**src/sv/ukkm_pkg.sv**
```systemverilog
// Shared types, constants and the keycode map for the keyboard matrix port.
// Used by ukkm_ctrl, ukkm_datapath and usb_keyboard_to_key_matrix_port.
// No dependencies.
package ukkm_pkg;

   localparam int MATRIX_ROWS_DEFAULT = 11;
   localparam int CSR_INDEX_W = 8;
   localparam int REPORT_W = 64;
   localparam int LENGTH_W = 7;
   localparam int KEY_LANES = 6;
   localparam int FIRST_KEY_BYTE = 2;

   localparam logic [7:0] DATA_PORT_RESET = 8'hA9;
   localparam logic [7:0] SELECT_PORT_RESET = 8'hAA;
   localparam logic [7:0] NO_KEY = 8'hFF;
   localparam logic [LENGTH_W-1:0] REPORT_MIN_LEN = 7'd8;

   // Modifier byte masks (left and right Shift share one matrix bit, as do left and right Ctrl).
   localparam logic [7:0] MOD_SHIFT = 8'h22;
   localparam logic [7:0] MOD_CTRL = 8'h11;
   localparam logic [7:0] MOD_GRAPH = 8'h04;
   localparam logic [7:0] MOD_CODE = 8'h40;
   localparam int MOD_ROW = 6;
   localparam int SHIFT_COL = 0;
   localparam int CTRL_COL = 1;
   localparam int GRAPH_COL = 2;
   localparam int CODE_COL = 4;

   localparam logic [CSR_INDEX_W-1:0] CSR_DATA_PORT = 8'd0;
   localparam logic [CSR_INDEX_W-1:0] CSR_SELECT_PORT = 8'd1;

   typedef enum logic [1:0] {
      KIND_REPORT = 2'd0,
      KIND_WRITE = 2'd1,
      KIND_READ = 2'd2,
      KIND_UNPLUG = 2'd3
   } kind_type;

   typedef enum logic {
      ST_IDLE = 1'b0,
      ST_EXEC = 1'b1
   } ctrl_state_type;

   typedef struct packed {
      logic capture;
      logic execute;
      logic load_rsp;
   } ctrl_cmd_type;

   typedef struct packed {
      kind_type kind;
   } dp_status_type;

   typedef struct packed {
      logic hit;
      logic [3:0] row;
      logic [2:0] col;
   } key_hit_type;

   function automatic key_hit_type key_at(input logic [3:0] row, input logic [2:0] col);
      key_hit_type res;
      res.hit = 1'b1;
      res.row = row;
      res.col = col;
      return res;
   endfunction

   // Keycode to matrix position. Where the map repeats a code, only the
   // first position is listed, since the first match wins.
   function automatic key_hit_type key_lookup(input logic [7:0] code);
      key_hit_type res;
      case (code)
         8'h27: res = key_at(4'd0, 3'd0);
         8'h1E: res = key_at(4'd0, 3'd1);
         8'h1F: res = key_at(4'd0, 3'd2);
         8'h20: res = key_at(4'd0, 3'd3);
         8'h21: res = key_at(4'd0, 3'd4);
         8'h22: res = key_at(4'd0, 3'd5);
         8'h23: res = key_at(4'd0, 3'd6);
         8'h24: res = key_at(4'd0, 3'd7);
         8'h25: res = key_at(4'd1, 3'd0);
         8'h26: res = key_at(4'd1, 3'd1);
         8'h2D: res = key_at(4'd1, 3'd2);
         8'h2E: res = key_at(4'd1, 3'd3);
         8'h31: res = key_at(4'd1, 3'd4);
         8'h34: res = key_at(4'd1, 3'd5);
         8'h2F: res = key_at(4'd1, 3'd6);
         8'h33: res = key_at(4'd1, 3'd7);
         8'h30: res = key_at(4'd2, 3'd0);
         8'h35: res = key_at(4'd2, 3'd1);
         8'h36: res = key_at(4'd2, 3'd2);
         8'h37: res = key_at(4'd2, 3'd3);
         8'h38: res = key_at(4'd2, 3'd4);
         8'h04: res = key_at(4'd2, 3'd6);
         8'h05: res = key_at(4'd2, 3'd7);
         8'h06: res = key_at(4'd3, 3'd0);
         8'h07: res = key_at(4'd3, 3'd1);
         8'h08: res = key_at(4'd3, 3'd2);
         8'h09: res = key_at(4'd3, 3'd3);
         8'h0A: res = key_at(4'd3, 3'd4);
         8'h0B: res = key_at(4'd3, 3'd5);
         8'h0C: res = key_at(4'd3, 3'd6);
         8'h0D: res = key_at(4'd3, 3'd7);
         8'h0E: res = key_at(4'd4, 3'd0);
         8'h0F: res = key_at(4'd4, 3'd1);
         8'h10: res = key_at(4'd4, 3'd2);
         8'h11: res = key_at(4'd4, 3'd3);
         8'h12: res = key_at(4'd4, 3'd4);
         8'h13: res = key_at(4'd4, 3'd5);
         8'h14: res = key_at(4'd4, 3'd6);
         8'h15: res = key_at(4'd4, 3'd7);
         8'h16: res = key_at(4'd5, 3'd0);
         8'h17: res = key_at(4'd5, 3'd1);
         8'h18: res = key_at(4'd5, 3'd2);
         8'h19: res = key_at(4'd5, 3'd3);
         8'h1A: res = key_at(4'd5, 3'd4);
         8'h1B: res = key_at(4'd5, 3'd5);
         8'h1C: res = key_at(4'd5, 3'd6);
         8'h1D: res = key_at(4'd5, 3'd7);
         8'h39: res = key_at(4'd6, 3'd3);
         8'h3A: res = key_at(4'd6, 3'd5);
         8'h3B: res = key_at(4'd6, 3'd6);
         8'h3C: res = key_at(4'd6, 3'd7);
         8'h3D: res = key_at(4'd7, 3'd0);
         8'h3E: res = key_at(4'd7, 3'd1);
         8'h29: res = key_at(4'd7, 3'd2);
         8'h2B: res = key_at(4'd7, 3'd3);
         8'h48: res = key_at(4'd7, 3'd4);
         8'h2A: res = key_at(4'd7, 3'd5);
         8'h49: res = key_at(4'd7, 3'd6);
         8'h28: res = key_at(4'd7, 3'd7);
         8'h2C: res = key_at(4'd8, 3'd0);
         8'h4A: res = key_at(4'd8, 3'd1);
         8'h4C: res = key_at(4'd8, 3'd3);
         8'h50: res = key_at(4'd8, 3'd4);
         8'h52: res = key_at(4'd8, 3'd5);
         8'h51: res = key_at(4'd8, 3'd6);
         8'h4F: res = key_at(4'd8, 3'd7);
         8'h55: res = key_at(4'd9, 3'd0);
         8'h60: res = key_at(4'd9, 3'd1);
         8'h61: res = key_at(4'd9, 3'd2);
         8'h56: res = key_at(4'd9, 3'd3);
         8'h5D: res = key_at(4'd9, 3'd4);
         8'h63: res = key_at(4'd9, 3'd5);
         8'h5B: res = key_at(4'd9, 3'd6);
         8'h5C: res = key_at(4'd9, 3'd7);
         8'h5E: res = key_at(4'd10, 3'd1);
         8'h5F: res = key_at(4'd10, 3'd2);
         8'h57: res = key_at(4'd10, 3'd3);
         8'h58: res = key_at(4'd10, 3'd4);
         default: res = '0;
      endcase
      return res;
   endfunction

endpackage

```
**src/sv/ukkm_ctrl.sv**
```systemverilog
// Controller for the keyboard matrix port: captures an item, then executes it.
// Owns the result valid flag. Depends on ukkm_pkg.
module ukkm_ctrl (
   input  logic clock,
   input  logic reset,
   input  logic req_valid,
   output logic req_ready,
   output logic rsp_valid,
   input  logic rsp_ready,
   input  ukkm_pkg::dp_status_type status,
   output ukkm_pkg::ctrl_cmd_type cmd
);
   import ukkm_pkg::*;

   ctrl_state_type state_ff, state_in;
   logic rsp_valid_ff, rsp_valid_in;
   logic rsp_blocked;

   // A read cannot execute while an earlier result still sits unclaimed.
   assign rsp_blocked = (status.kind == KIND_READ) && rsp_valid_ff && !rsp_ready;

   always_comb begin
      state_in = state_ff;
      case (state_ff)
         ST_IDLE: begin
            if (req_valid) state_in = ST_EXEC;
         end
         ST_EXEC: begin
            if (!rsp_blocked) state_in = ST_IDLE;
         end
         default: state_in = ST_IDLE;
      endcase
   end

   always_comb begin
      req_ready = 1'b0;
      cmd = '0;
      case (state_ff)
         ST_IDLE: begin
            req_ready = 1'b1;
            cmd.capture = req_valid;
         end
         ST_EXEC: begin
            cmd.execute = !rsp_blocked;
            cmd.load_rsp = !rsp_blocked && (status.kind == KIND_READ);
         end
         default: begin
            req_ready = 1'b0;
         end
      endcase
   end

   always_comb begin
      rsp_valid_in = rsp_valid_ff;
      if (cmd.load_rsp) begin
         rsp_valid_in = 1'b1;
      end else if (rsp_ready) begin
         rsp_valid_in = 1'b0;
      end
   end

   always_ff @(posedge clock) begin
      if (reset) begin
         state_ff <= ST_IDLE;
         rsp_valid_ff <= 1'b0;
      end else begin
         state_ff <= state_in;
         rsp_valid_ff <= rsp_valid_in;
      end
   end

   assign rsp_valid = rsp_valid_ff;

endmodule

```
**config.mk**
```make
export PLATFORM = sky130hd
export DESIGN_NAME = ukkm_ctrl
export DESIGN_NICKNAME = d
export VERILOG_FILES = /design/src/sv/ukkm_pkg.sv /design/src/sv/ukkm_ctrl.sv
export SDC_FILE = /design/constraint.sdc
export NUM_CORES = 1
export LEC_CHECK = 0
export CORE_AREA = 2 2 39 41
export CTS_CLUSTER_SIZE = 24
export DETAILED_ROUTE_END_ITERATION = 12
export DIE_AREA = 0 0 41 43
export DONT_BUFFER_PORTS = 1
export PLACE_DENSITY = 0.3
export SLEW_MARGIN = 30
export SYNTH_ARGS = -nofsm -noshare
export SYNTH_HDL_FRONTEND = slang
export SYNTH_SLANG_ARGS = --single-unit
```
**constraint.sdc**
```tcl
create_clock -name clock -period 1.1 [get_ports clock]
set_input_delay 0.165 -clock clock [delete_from_list [all_inputs] [get_ports clock]]
set_output_delay 0.165 -clock clock [all_outputs]
set_load 0.1 [all_outputs]
```
==> results list <==
- CTS placed an instance of clkbuf_4 at the clock tree root.
- Vias in the first global route: about 160
* Period Utilization, post-route: 1.288
- For this run, the register share of the synthesized area comes to 0.3107.
* Number of flip-flops and latches in the synthesized netlist: 2
* Number of remaining DRC errors: 0
- Layer with the highest usage: met2
* Run status: complete, but fails checks
- Count of buffers from port buffering: 0
- Global Route met1 Usage: 0.04140
- In this run the power density over the cells is 1278 mW/mm2.
- Summing over every cut layer, the via total after detailed routing is between 100 and 150.
- Leading cell types by total area after synthesis: dfxtp_1 31%, and4bb_4 13%, nor4b_2 12%
* Share of layout cells above drive strength 1: 0.7692
- Maximum fanout along the worst path: 2
- The routed design could run at a clock period as short as ~1.4 ns.
* Ports: 11
- Worst EP arrival: 1.25 ns
* Unrepaired setup endpoints after global routing: true
- The count of pins over their slew limit was 0.
* Global route overflow: 0
- Once detailed placement completed, the half-perimeter wirelength came to 312.7 um.
- Number of core rows: 14
* Cell area after layout: roughly 330 um2
* Overall power: 0.0004204 W
- Worst hold slack after final layout: 0.1081 ns
- Largest net degree at the start of global routing: 4
- First-pass DRT Iterations: 1
- The area growth from synthesis to layout is 155.3%.
* Static power due to leakage: 0.1359 nW
* Die boundary width: 41 um
* Max Cap Violations: 0
* Gr usage total: 0.05706
- Fin nets: 34
- Number of instances in the synthesized netlist: 13
- After clock tree synthesis, the clock-pin slew on the worst setup and hold paths is 0.03 ns.
- The tightest min-delay check is of the in2reg type.
- The final hold violation count was 0.
- The number of nets handed over by synthesis was 19.
- Once routing completed, OpenROAD measured the worst setup slack at -0.3173 ns.
- The final reports fail on setup timing.
- At the worst endpoint, the required time is 0.94 ns.
- Max VDD drop: ~450 uV
- The worst setup path is captured at a primary output.
- For this run, global-route usage on met2 was measured as 0.07813.
- Number of levels in the clock H-tree: 1
* Global-route wire length before repair: 586 um
* Slew at the pin with the worst max-slew slack: 0.2908 ns
- Measured against its own limit, the worst slew margin works out to 0.8061.
* Initial core utilization: 0.09313
- Counting the fill cells in the layout gives 154.
- Post-DR wirelength/cell: roughly 9.5 um
* TritonCTS Buffers: 3
- TritonCTS sink count: 2
- A synthesized cell averages ~9.9 um2.
* Vias per Instance: ~3.5
* Number of antenna violations at the first check in global routing: 0
* Most area-hungry cell type in the Yosys netlist: dfxtp_1
- Clock latency reported for the late side of the worst-skew pair: 0.22 ns
- Maximum clock rate: 705.6 MHz
* Synth top area share: 0.3107
- The netlist uses 12 different library cells.
- Routability congestion estimate: just over 0.5
- The detailed router finished its first iteration with 0 violations.
* Yosys Warn Count: 0
- Core region area: about 0.0014 mm2
* Final antenna-violating net count: 0
* Number of diodes added for antenna fixing: 0
- The die is about 43 um tall.
- On the final layout, the worst clock skew is 0.003303 ns.
- After synthesis the cells add up to roughly 130 um2.
- Routing usage on met3: 0.06806
- Maximum count of clock buffers along a single path: 2
- For this block, the routed nets add up to 401 um of wire.
- The worst setup path is of the reg2out kind.
- Setup violations remaining at the end of the flow were counted as 3.
- TritonCTS built the clock tree.
- Summing all placed instances gives a cell area of between 200 and 300 um2.
- The worst setup path is launched from a register.
- Die ar.: 0.001763 mm2
- Sum Neg Setup Slack: -0.5272 ns
[repair_timing]
item,CTS,global route
hold endpoints to repair,1,0
setup endpoints to repair,4,4
setup buffers,2,1
hold buffers,1,0
pin swaps,3,1
gates resized for setup,4,2
[cells in the mapped netlist]
master and instances:
nor2b_1 1, dfxtp_1 2, o21a_1 1, nor4b_2 1, a21oi_1 1, nor2_1 1, inv_1 1, o21ba_2 1
nand2b_1 1, buf_4 1, and4bb_4 1, nand3b_1 1
[stage by stage]
stage            util  setup WS (ns)  cells
2_1_floorplan       -        -0.5149     13
3_3_place_gp   0.1817        -0.1087     35
3_5_place_dp   0.1817        -0.1051     35
4_1_cts        0.2260        -0.3373     41
5_1_grt        0.2378        -0.3780     42
6_report       0.2378        -0.3173     42
[state kept, by name, indices dropped and copies added (netlist names)]
signal     flops
state_ff       1
rsp_valid      1
[path summary, 6_finish.rpt]
check | depth (start not counted) | slack (ns) | endpoint | start
worst min register to register | 3 | 0.74 | rsp_valid$_SDFFE_PP0P_ | rsp_valid$_SDFFE_PP0P_
worst max-delay path | 3 | -0.32 | cmd[0] | rsp_valid$_SDFFE_PP0P_
worst min-delay path | 2 | 0.11 | rsp_valid$_SDFFE_PP0P_ | status[1]
worst max register to register | 5 | 0.02 | state_ff$_SDFF_PP0_ | state_ff$_SDFF_PP0_
[kinds of logic after synthesis]
group,synth area share
and+or+nand+nor,0.4272
AOI/OAI and AO/OA,0.1747
DFF,0.3107
buffers and inverters,0.08737
[layout by cell type (no fill, tap or decap), types with 2 or more instances in the layout]
| master | netlist | final |
|---|---|---|
| clkbuf_4 | 0 | 3 |
| dfxtp_2 | 0 | 2 |
| buf_12 | 0 | 4 |
| buf_4 | 1 | 5 |
[metal layers]
layer / wire [um] / vias up
li1: - / 73
met1: 122 / 64
met2: 201 / 8
met3: 77 / 0
met4: 0 / 0
met5: 0 / -
[worst max-delay path, stage by stage (launching register included)]
cell	delay [ns]
dfxtp_2	0.31
and4bb_4	0.20
nor4b_4	0.31
buf_12	0.21
[where the power goes]
group / switching, W / leakage, nW / total [W] / internal [W]
clock: 0.0000384 / 0.0138 / 0.000158 / 0.000120
sequential: 0.00000241 / 0.0172 / 0.0000804 / 0.0000780
combinational: 0.000108 / 0.105 / 0.000182 / 0.0000739
total: 0.000149 / 0.136 / 0.000420 / 0.000272
[layout make-up]
type	instances	area [um2]	area share
Clock buffer	3	22.52	0.06844
Inverter	1	3.754	0.01141
Multi-Input combinational cell	9	101.3	0.3080
Sequential cell	2	42.54	0.1293
Tap cell	16	20.02	0.06084
Timing Repair Buffer	11	138.9	0.4221
(Power assumes the default switching activity.)
